--- config.mk ---
export PLATFORM = sky130hd
export DESIGN_NAME = window_mean_stddev_six_axis
export DESIGN_NICKNAME = d
export VERILOG_FILES = /design/src/sv/wmss_pkg.sv /design/src/sv/window_mean_stddev_six_axis.sv
export SDC_FILE = /design/constraint.sdc
export NUM_CORES = 2
export LEC_CHECK = 0
export BUFFER_PORTS_ARGS = -buffer_cell sky130_fd_sc_hd__clkbuf_2
export CAP_MARGIN = 20
export CORE_MARGIN = 2
export CORE_UTILIZATION = 63
export DETAILED_ROUTE_END_ITERATION = 10
export HOLD_SLACK_MARGIN = 0.1
export PLACE_DENSITY = 0.82
export SLEW_MARGIN = 40
export SYNTH_ARGS = -nofsm -noshare
export SYNTH_HDL_FRONTEND = slang
export SYNTH_SLANG_ARGS = --single-unit
--- constraint.sdc ---
create_clock -name i_clk -period 11.8 [get_ports i_clk]
set_clock_uncertainty 0.15 [all_clocks]
set_input_delay 0.59 -clock i_clk [delete_from_list [all_inputs] [get_ports i_clk]]
set_output_delay 0.59 -clock i_clk [all_outputs]
set_load 0.01 [all_outputs]
--- src/sv/wmss_pkg.sv ---
package wmss_pkg;

    // sample and result geometry
    localparam int CHANNELS       = 6;
    localparam int CH_W           = 3;
    localparam logic [CH_W-1:0] LAST_CH = 3'd5;
    localparam int SMP_W          = 16;
    localparam int SPREAD_W       = 31;
    localparam int USED_W         = 8;
    // standard deviation carries 8 fraction bits: root of d * 2^16
    localparam int SCALE_W        = 16;

    localparam int DEF_MAX_WINDOW = 128;

    // register file
    localparam int APB_DATA_W     = 32;
    localparam int ADDR_W         = 3;
    localparam int REG_IDX_W      = 1;
    localparam logic [REG_IDX_W-1:0] REG_RESULT_MODE = 1'b0;

    localparam logic MODE_STDDEV   = 1'b0;
    localparam logic MODE_VARIANCE = 1'b1;

    typedef logic signed [SMP_W-1:0] t_sample;

endpackage

--- src/sv/window_mean_stddev_six_axis.sv ---
// Per sample: square and accumulate each of six channels on one multiplier (S_SQ, then S_SA).
// Window end adds, per channel, set-up states S_M1, S_M2 and S_D (plus S_NN in variance mode),
// a bit-pair square root (standard deviation only) and a restoring divide on one shared
// subtract/compare unit; the strobe is registered together with the last channel's result.
// A sample arriving with the window full does not make the block busy unless it ends the window.
// Synchronous active-low reset clears the accumulators, the mode register and the strobe.
module window_mean_stddev_six_axis #(
    parameter int MAX_WINDOW = wmss_pkg::DEF_MAX_WINDOW
) (
    input  logic                                 i_clk,
    input  logic                                 i_rst_n,
    input  logic                                 psel,
    input  logic                                 penable,
    input  logic                                 pwrite,
    input  logic [wmss_pkg::ADDR_W-1:0]          paddr,
    input  logic [wmss_pkg::APB_DATA_W-1:0]      pwdata,
    output logic [wmss_pkg::APB_DATA_W-1:0]      prdata,
    output logic                                 pready,
    input  logic                                 start,
    output logic                                 busy,
    input  logic signed [wmss_pkg::SMP_W-1:0]    i_accel_x,
    input  logic signed [wmss_pkg::SMP_W-1:0]    i_accel_y,
    input  logic signed [wmss_pkg::SMP_W-1:0]    i_accel_z,
    input  logic signed [wmss_pkg::SMP_W-1:0]    i_gyro_x,
    input  logic signed [wmss_pkg::SMP_W-1:0]    i_gyro_y,
    input  logic signed [wmss_pkg::SMP_W-1:0]    i_gyro_z,
    input  logic                                 i_window_end,
    output logic                                 o_valid,
    output logic [wmss_pkg::SPREAD_W-1:0]        o_accel_x_spread,
    output logic [wmss_pkg::SPREAD_W-1:0]        o_accel_y_spread,
    output logic [wmss_pkg::SPREAD_W-1:0]        o_accel_z_spread,
    output logic [wmss_pkg::SPREAD_W-1:0]        o_gyro_x_spread,
    output logic [wmss_pkg::SPREAD_W-1:0]        o_gyro_y_spread,
    output logic [wmss_pkg::SPREAD_W-1:0]        o_gyro_z_spread,
    output logic [wmss_pkg::USED_W-1:0]          o_samples_used,
    output logic                                 o_window_overflow
);

    localparam int CHN    = wmss_pkg::CHANNELS;
    localparam int SMP_W  = wmss_pkg::SMP_W;
    localparam int CH_W   = wmss_pkg::CH_W;
    localparam int SPR_W  = wmss_pkg::SPREAD_W;
    localparam int USED_W = wmss_pkg::USED_W;
    localparam int SCL_W  = wmss_pkg::SCALE_W;

    localparam int LOG_W  = $clog2(MAX_WINDOW);
    localparam int CNT_W  = $clog2(MAX_WINDOW + 1);
    localparam int SUM_W  = SMP_W + LOG_W;
    localparam int SQ_W   = 2 * SMP_W - 1 + LOG_W;
    localparam int MA_W   = SQ_W;
    localparam int MB_W   = SUM_W;
    localparam int P_W    = MA_W + MB_W;
    localparam int D_W    = (2 * SUM_W > CNT_W + SQ_W) ? 2 * SUM_W : CNT_W + SQ_W;
    localparam int X_W    = D_W + SCL_W + (D_W % 2);
    localparam int RT_W   = X_W / 2;
    localparam int DVS_W  = 2 * CNT_W;
    localparam int R_W    = (RT_W + 2 > DVS_W + 1) ? RT_W + 2 : DVS_W + 1;
    localparam int STEP_W = $clog2(X_W);

    localparam logic [3:0] S_IDLE = 4'd0;
    localparam logic [3:0] S_SQ   = 4'd1;
    localparam logic [3:0] S_SA   = 4'd2;
    localparam logic [3:0] S_M1   = 4'd3;
    localparam logic [3:0] S_M2   = 4'd4;
    localparam logic [3:0] S_D    = 4'd5;
    localparam logic [3:0] S_NN   = 4'd6;
    localparam logic [3:0] S_RT   = 4'd7;
    localparam logic [3:0] S_DV   = 4'd8;

    logic [3:0]              r_state;
    logic [CH_W-1:0]         r_ch;
    logic [STEP_W-1:0]       r_step;
    logic [CNT_W-1:0]        r_cnt;
    logic                    r_ovf_seen;
    logic                    r_mode;
    logic                    r_done;
    logic                    r_end;
    logic [USED_W-1:0]       r_used;
    logic                    r_ovf_out;

    wmss_pkg::t_sample       r_smp    [CHN];
    logic signed [SUM_W-1:0] r_sum    [CHN];
    logic [SQ_W-1:0]         r_sq     [CHN];
    logic [SPR_W-1:0]        r_spread [CHN];

    logic [P_W-1:0]          r_prod;
    logic [D_W-1:0]          r_a;
    logic [X_W-1:0]          r_x;
    logic [R_W-1:0]          r_rem;
    logic [RT_W-1:0]         r_root;
    logic [DVS_W-1:0]        r_dvs;

    logic                    w_accept;
    logic                    w_full;
    logic                    w_cfg_wr;
    logic [SMP_W-1:0]        w_smag;
    logic [SUM_W-1:0]        w_mag;
    logic [MA_W-1:0]         w_mul_a;
    logic [MB_W-1:0]         w_mul_b;
    logic [P_W-1:0]          w_mul;
    logic                    w_dpos;
    logic [D_W-1:0]          w_d;
    logic [R_W-1:0]          w_cand;
    logic [R_W-1:0]          w_trial;
    logic [R_W-1:0]          w_diff;
    logic                    w_ge;
    logic [R_W-1:0]          n_rem;
    logic [RT_W-1:0]         n_root;
    logic [X_W-1:0]          n_quo;
    logic [CNT_W+USED_W-1:0] w_cnt_ext;

    assign busy     = (r_state != S_IDLE);
    assign w_accept = start && !busy;
    assign w_full   = (r_cnt == CNT_W'(MAX_WINDOW));
    assign pready   = 1'b1;
    assign w_cfg_wr = psel && penable && pwrite
                      && (paddr[wmss_pkg::ADDR_W-1 -: wmss_pkg::REG_IDX_W]
                          == wmss_pkg::REG_RESULT_MODE);
    assign prdata   = (paddr[wmss_pkg::ADDR_W-1 -: wmss_pkg::REG_IDX_W]
                       == wmss_pkg::REG_RESULT_MODE)
                      ? wmss_pkg::APB_DATA_W'(r_mode) : '0;

    // magnitudes of the current sample channel and of its running sum
    assign w_smag = r_smp[r_ch][SMP_W-1] ? (~$unsigned(r_smp[r_ch]) + SMP_W'(1))
                                         : $unsigned(r_smp[r_ch]);
    assign w_mag  = r_sum[r_ch][SUM_W-1] ? (~$unsigned(r_sum[r_ch]) + SUM_W'(1))
                                         : $unsigned(r_sum[r_ch]);

    // shared multiplier
    always_comb begin
        case (r_state)
            S_SQ: begin
                w_mul_a = MA_W'(w_smag);
                w_mul_b = MB_W'(w_smag);
            end
            S_M1: begin
                w_mul_a = MA_W'(w_mag);
                w_mul_b = w_mag;
            end
            S_M2: begin
                w_mul_a = r_sq[r_ch];
                w_mul_b = MB_W'(r_cnt);
            end
            S_NN: begin
                w_mul_a = MA_W'(r_cnt);
                w_mul_b = MB_W'(r_cnt);
            end
            default: begin
                w_mul_a = '0;
                w_mul_b = '0;
            end
        endcase
    end
    assign w_mul = P_W'(w_mul_a) * P_W'(w_mul_b);

    // D = N*S2 - S1^2, floored at zero
    assign w_dpos = (r_prod[D_W-1:0] >= r_a);
    assign w_d    = w_dpos ? (r_prod[D_W-1:0] - r_a) : '0;

    // shared subtract/compare step: bit pair of the root or one quotient bit
    always_comb begin
        if (r_state == S_RT) begin
            w_cand  = {r_rem[R_W-3:0], r_x[X_W-1 -: 2]};
            w_trial = R_W'({r_root, 2'b01});
        end else begin
            w_cand  = {r_rem[R_W-2:0], r_x[X_W-1]};
            w_trial = R_W'(r_dvs);
        end
        w_ge   = (w_cand >= w_trial);
        w_diff = w_cand - w_trial;
        n_rem  = w_ge ? w_diff : w_cand;
        n_root = {r_root[RT_W-2:0], w_ge};
        n_quo  = {r_x[X_W-2:0], w_ge};
    end

    always_ff @(posedge i_clk) begin
        r_done <= 1'b0;
        case (r_state)
            S_IDLE: begin
                if (w_accept) begin
                    r_smp[0] <= i_accel_x;
                    r_smp[1] <= i_accel_y;
                    r_smp[2] <= i_accel_z;
                    r_smp[3] <= i_gyro_x;
                    r_smp[4] <= i_gyro_y;
                    r_smp[5] <= i_gyro_z;
                    r_end    <= i_window_end;
                    r_ch     <= '0;
                    if (!w_full) begin
                        r_cnt   <= r_cnt + CNT_W'(1);
                        r_state <= S_SQ;
                    end else begin
                        r_ovf_seen <= 1'b1;
                        if (i_window_end) begin
                            r_state <= S_M1;
                        end
                    end
                end
            end
            S_SQ: begin
                r_prod       <= w_mul;
                r_sum[r_ch]  <= r_sum[r_ch] + {{(SUM_W-SMP_W){r_smp[r_ch][SMP_W-1]}},
                                               r_smp[r_ch]};
                r_state      <= S_SA;
            end
            S_SA: begin
                r_sq[r_ch] <= r_sq[r_ch] + r_prod[SQ_W-1:0];
                if (r_ch == wmss_pkg::LAST_CH) begin
                    r_ch    <= '0;
                    r_state <= r_end ? S_M1 : S_IDLE;
                end else begin
                    r_ch    <= r_ch + CH_W'(1);
                    r_state <= S_SQ;
                end
            end
            S_M1: begin
                r_prod  <= w_mul;
                r_state <= S_M2;
            end
            S_M2: begin
                r_a     <= r_prod[D_W-1:0];
                r_prod  <= w_mul;
                r_state <= S_D;
            end
            S_D: begin
                r_rem  <= '0;
                r_root <= '0;
                r_step <= '0;
                if (r_mode == wmss_pkg::MODE_VARIANCE) begin
                    r_x     <= X_W'(w_d);
                    r_state <= S_NN;
                end else begin
                    r_x     <= X_W'({w_d, {SCL_W{1'b0}}});
                    r_state <= S_RT;
                end
            end
            S_NN: begin
                r_dvs   <= w_mul[DVS_W-1:0];
                r_state <= S_DV;
            end
            S_RT: begin
                r_x    <= {r_x[X_W-3:0], 2'b00};
                r_rem  <= n_rem;
                r_root <= n_root;
                r_step <= r_step + STEP_W'(1);
                if (r_step == STEP_W'(RT_W - 1)) begin
                    // root done: divide it by N
                    r_x     <= X_W'(n_root);
                    r_dvs   <= DVS_W'(r_cnt);
                    r_rem   <= '0;
                    r_step  <= '0;
                    r_state <= S_DV;
                end
            end
            S_DV: begin
                r_x    <= n_quo;
                r_rem  <= n_rem;
                r_step <= r_step + STEP_W'(1);
                if (r_step == STEP_W'(X_W - 1)) begin
                    r_spread[r_ch] <= n_quo[SPR_W-1:0];
                    if (r_ch == wmss_pkg::LAST_CH) begin
                        r_done     <= 1'b1;
                        r_used     <= w_cnt_ext[USED_W-1:0];
                        r_ovf_out  <= r_ovf_seen;
                        r_cnt      <= '0;
                        r_ovf_seen <= 1'b0;
                        for (int c = 0; c < CHN; c++) begin
                            r_sum[c] <= '0;
                            r_sq[c]  <= '0;
                        end
                        r_state    <= S_IDLE;
                    end else begin
                        r_ch    <= r_ch + CH_W'(1);
                        r_state <= S_M1;
                    end
                end
            end
            default: begin
                r_state <= S_IDLE;
            end
        endcase

        if (w_cfg_wr) begin
            r_mode <= pwdata[0];
        end

        if (!i_rst_n) begin
            r_state    <= S_IDLE;
            r_ch       <= '0;
            r_step     <= '0;
            r_cnt      <= '0;
            r_ovf_seen <= 1'b0;
            r_mode     <= wmss_pkg::MODE_STDDEV;
            r_done     <= 1'b0;
            for (int c = 0; c < CHN; c++) begin
                r_sum[c] <= '0;
                r_sq[c]  <= '0;
            end
        end
    end

    assign w_cnt_ext = (CNT_W + USED_W)'(r_cnt);

    assign o_valid           = r_done;
    assign o_accel_x_spread  = r_spread[0];
    assign o_accel_y_spread  = r_spread[1];
    assign o_accel_z_spread  = r_spread[2];
    assign o_gyro_x_spread   = r_spread[3];
    assign o_gyro_y_spread   = r_spread[4];
    assign o_gyro_z_spread   = r_spread[5];
    assign o_samples_used    = r_used;
    assign o_window_overflow = r_ovf_out;

    a_valid_pulse: assert property (@(posedge i_clk) disable iff (!i_rst_n)
        o_valid |=> !o_valid)
        else $error("result strobe longer than one cycle");

    a_valid_idle: assert property (@(posedge i_clk) disable iff (!i_rst_n)
        o_valid |-> (!busy && r_cnt == '0 && !r_ovf_seen))
        else $error("window not cleared with its result");

    a_cnt_bound: assert property (@(posedge i_clk) disable iff (!i_rst_n)
        r_cnt <= CNT_W'(MAX_WINDOW))
        else $error("sample count beyond window capacity");

    a_full_no_acc: assert property (@(posedge i_clk) disable iff (!i_rst_n)
        (w_accept && w_full) |=> (r_ovf_seen && r_cnt == $past(r_cnt)))
        else $error("sample taken into a full window");

endmodule

### Word-level counts from Yosys, hierarchy flattened

Memories as Yosys holds them, arrays and structs flattened. A register that Yosys moved wholly into a read port is not among the register bits.
Cells that the tools add are included.
Widths: inputs -> output; s select.

* flip-flop bits (word level): 267
* latch bits: 0
* RAM bits: 648
* memory bits (read-only): 0
* output and inout port bits: 230
* word-level logic and storage cells: 165
* memories: 4

Memory list
* r_sq: words 6, bits a word 38, rd ports 1, clocked after Yosys merged registers in 1, write ports 7, RTL line window_mean_stddev_six_axis.sv:83 `logic [SQ_W-1:0] r_sq [CHN];`
* r_spread: words 6, bits a word 31, rd ports 6, clocked after Yosys merged registers in 0, write ports 1, RTL line window_mean_stddev_six_axis.sv:84 `logic [SPR_W-1:0] r_spread [CHN];`
* r_sum: words 6, bits a word 23, rd ports 1, clocked after Yosys merged registers in 1, write ports 7, RTL line window_mean_stddev_six_axis.sv:82 `logic signed [SUM_W-1:0] r_sum [CHN];`
* r_smp: words 6, bits a word 16, rd ports 1, clocked after Yosys merged registers in 1, write ports 6, RTL line window_mean_stddev_six_axis.sv:81 `wmss_pkg::t_sample r_smp [CHN];`

* add/sub/neg operators: 9
* multipliers: 1
* div/mod/pow operators: 0
* $lt $le $gt $ge: 2
* equal/unequal tests: 20
* shift-type cells: 0
* mux-type cells: 77
* bitwise gates (word level): 15
* reduce and logical (&&, ||, !) cells: 21

Operators by type and width (number)
* $mux 38: 6
* $pmux 62 s3: 1
* $mux 23: 7
* $pmux 38 s4: 1
* $mux 62: 2
* $pmux 32 s3: 1
* $pmux 23 s3: 1
* $mux 33: 2
* $mux 32: 2
* $pmux 31 s2: 1
* $ge 46x46->1: 1
* $mul 38x23->46: 1
* $mux 46: 1
* $sub 46x46->46: 1
* $add 38x38->38: 1
* $pmux 4 s9: 1
* $ge 33x33->1: 1
* $mux 16: 2
* $mux 8: 4
* $pmux 16 s2: 1
* $sub 32x32->32: 1
* $mux 3: 10
* $add 23x1->23 const B: 1
* $add 23x23->23: 1
* 39 further kinds: 94

### Longest topological paths before layout

* word-level depth: 7
* mapped depth: 42
* depth with buffers taken out: 36

### Worst setup path after synthesis

Ideal clock, no wire load.

* kind: register to register
* start point: reg with a tool-made name
* end point: reg r_prod[45] (data pin)
* library setup time: 0.265 ns
* arrival: 9.809 ns
* data required time: 11.385 ns
* setup slack: 1.575 ns
* stages on the path, launching flop included: 39
* buffers on the path: 6
* cells stage by stage: dfxtp_1 buf_2 inv_1 buf_2 buf_2 buf_2 buf_2 mux2i_1 ha_1 o21ai_1 or4_4 nor3_2 a21oi_1 xnor2_1 nor2_1 a21o_1 buf_2 nand2_1 (+3 left out) fa_1 inv_1 fa_1 fa_1 inv_1 fa_1 inv_1 ha_1 a21o_1 a31o_2 a21o_1 a21oi_1 nand3_1 o21ai_0 a21oi_1 a31o_2 a221oi_1 xnor2_1

RTL lines
* end signal, assigned: RTL line window_mean_stddev_six_axis.sv:201 `r_prod <= w_mul;`
* end signal, assigned: RTL line window_mean_stddev_six_axis.sv:217 `r_prod <= w_mul;`
* end signal, assigned: RTL line window_mean_stddev_six_axis.sv:222 `r_prod <= w_mul;`
* end, declared: RTL line window_mean_stddev_six_axis.sv:86 `logic [P_W-1:0] r_prod;`

==> results_dict.tcl <==
set metrics [dict create \
    drtIter0Drc 6761 \
    place.gp.congestion 0.987 \
    maxCapViolations 0 \
    h-tree-depth 3 \
    status "complete, no violations" \
    clock_latency_ns 0.72 \
    rsz0062_at_grt "false" \
    grt_pass1_vias 57246 \
    syn_area_um2 72000 \
    grt_max_degree 95 \
    reg2reg_slack_ns 0.34 \
    wl_met3_um 26300 \
    wl_per_cell_um 24.1 \
    min_to "r_mode$_SDFFE_PN0P_" \
    area_growth_syn_to_layout_pct 11.3 \
    grt_usage 0.380 \
    root_buffer "clkbuf_16" \
    slew_headroom 0.386 \
    hold_path_depth 4 \
    critPathKind "flop to flop" \
    drc 0 \
    worst_slack_ns 0.342 \
    fin_util 0.704 \
    wl_met2_um 101000 \
    tightest_slew_ns 0.915 \
    wl_met1_um 77600 \
    yosysMostFrequentCell "nand2_1" \
    startpoint_type "flop" \
    firstDrtPassIters 10 \
    pre_cts_ws_ns 0.486 \
    power_density_nw_per_um2 162 \
    finalHoldViolCount 0 \
    clkTransAtPathRegs_ns 0.07 \
    synth_top_area_frac 0.270 \
    synth_edf_count 647 \
    yosys-top-cells-area "edfxtp_1 (27%), fa_1 (18%), dfxtp_1 (11%)" \
    finalCriticalPeriod_ns 11.46 \
    synth-seq-cells 1040 \
    hold_path.class "primary input to flop" \
    die_w_um 342 \
    crit_path_max_incr_delay_ns 0.73 \
    p_leak_nw 33.4 \
    cp_num_buf_inv 8 \
    die-area_um2 117000 \
    vias 57031 \
    r2r-end "r_prod[42]$_DFFE_PP_" \
    port_buffers 302 \
    period_share 0.971 \
    synth_ff_type "edfxtp_1" \
    ir_worst_vdd_mv 0.273 \
    critical_path.top_delay_family "adder cells" \
    synth_cell_types 99 \
    core_um2 114000 \
    synth_commonest_cells "nand2_1 (1313), inv_1 (889), fa_1 (655)" \
    placed_cells 8925 \
    hold_slack_ns 0.183 \
    overflow 0 \
    post_cts_buffers 0 \
    num_rows 124 \
    fmax_mhz 87.3 \
    nNetsFinal 8674 \
    r2r_cells 34 \
    yosys_warnings 0 \
    drt-vias-per-instance 6.19 \
    clock_sinks 1040 \
    clockBufferDepth 3 \
    netlist_instances 7181 \
    cpMostUsedCell "fa_1" \
    die_h_um 342 \
    ys_seq_area_frac 0.379 \
    critPathMaxFanout 27 \
    hpwlAfterDp_um 154000 \
    ios 368 \
    cts_inserted_buffers 101 \
    ant_nets 0 \
    final_cells 9215 \
    finalSetupTns_ns 0 \
    crit_required_ns 12.10 \
    topRoutingLayerUsed "met5" \
    grt_pass1_wl_um 336000 \
    synth-async-reset-ratio 0 \
    avgSynthCellArea_um2 10.0 \
    antenna_found_initial 4 \
    drive_gt1_frac 0.115 \
    setup_viol 0 \
    min_from "pwrite" \
    wl_um 222000 \
    crit_arrival_ns 11.76 \
    yosys.area.top_type "edfxtp_1" \
    drv_slew 0 \
    cts_tree "built" \
    slowest_stage "dfxtp_4" \
    initial_utilization 0.632 \
    endpoint_kind "flop" \
    nFillCells 8038 \
]
[layer usage]
| metal | up-vias | track usage |
|---|---|---|
| met2 | 3866 | 0.600 |
| met4 | 2 | 0.239 |
| met5 | - | 0 |
| li1 | 24576 | - |
| met1 | 27769 | 0.484 |
| met3 | 818 | 0.0791 |
[final cells by class]
type                    count  area (um^2)  area share
well taps                1512         1890      0.0236
flip-flops and latches   1040        27300       0.341
clock buffers             131         2700      0.0337
repair buffers            562         3750      0.0468
diodes                      2         5.00   0.0000625
clock inverters            58          761     0.00949
inverters                 896         3360      0.0420
multi-input cells        5014        40400       0.504
[logic make-up after synthesis]
kind of cell / synth area share
flip-flops: 0.379
XOR/XNOR: 0.0255
multiplexers: 0.0545
other: 0.000104
adder cells (fa/ha/maj): 0.228
buffers and inverters: 0.0724
AND/OR/NAND/NOR: 0.139
AO/OA/AOI/OAI: 0.101
[worst max path at each step]
stage | startpoint | endpoint | slack [ns] | cells past startpoint
global route | flop | r_prod[43]$_DFFE_PP_ | 0.03 | 34
finish | flop | r_prod[42]$_DFFE_PP_ | 0.34 | 34
global placement | flop | r_prod[45]$_DFFE_PP_ | 0.64 | 33
detailed placement | flop | r_prod[45]$_DFFE_PP_ | 0.49 | 33
CTS | flop | r_prod[45]$_DFFE_PP_ | 0.45 | 33
floorplan | flop | r_prod[45]$_DFFE_PP_ | 1.58 | 38
[where the power goes]
part	switching (mW)	internal, mW
combinational	3.27	1.88
sequential	0.175	4.20
clock	1.51	1.92
total	4.95	8.00
[state kept, by name, indices dropped and copies added, names as in the netlist, 3 cells and up, named ones only]
register / flops
r_rem: 32
r_x: 62
o_samples_used: 8
r_state: 4
r_prod: 46
r_step: 6
r_spread: 186
r_smp: 96
r_ch: 3
r_sum: 184
r_sq: 304
r_root: 31
r_cnt: 8
r_a: 46
r_dvs: 16
[through the flow]
step | power (mW) | cell area, um^2
after floorplan | 7.80 | 72600
after global placement | 9.20 | 75500
after detailed placement | 9.33 | 75600
after CTS | 12.8 | 80100
after global routing | 13.5 | 80100
final | 13.0 | 80100
[layout by cell type (no fill, tap or decap), types with 116 or more instances in the layout]
| cell type | count |
|---|---|
| conb_1 | 154 |
| nor2_1 | 492 |
| dfxtp_1 | 389 |
| buf_4 | 155 |
| edfxtp_1 | 647 |
| nand2_1 | 1311 |
| mux4_2 | 127 |
| o21ai_0 | 145 |
| a21oi_1 | 547 |
| inv_1 | 888 |
| clkbuf_2 | 302 |
| and2_1 | 116 |
| ha_1 | 266 |
| fa_1 | 655 |
| xnor2_1 | 138 |
[repair_timing]
action,in CTS,in global routing
endpoints found under the setup margin,0,2
endpoints found under the hold margin,98,0
hold buffers,98,0
gates resized for setup,0,2
[worst reg2reg max path: cells and delay by family, from the launching register on]
family                     cells  cell delay, ns
buffers and inverters          8            1.66
AOI/OAI and AO/OA              9            2.18
and+or+nand+nor                5            1.66
adders and majority gates      8            3.76
muxes                          2            0.83
xor gates and xnor gates       2            0.25
DFF                            1            0.73
Power figures use the tool's default switching activity.
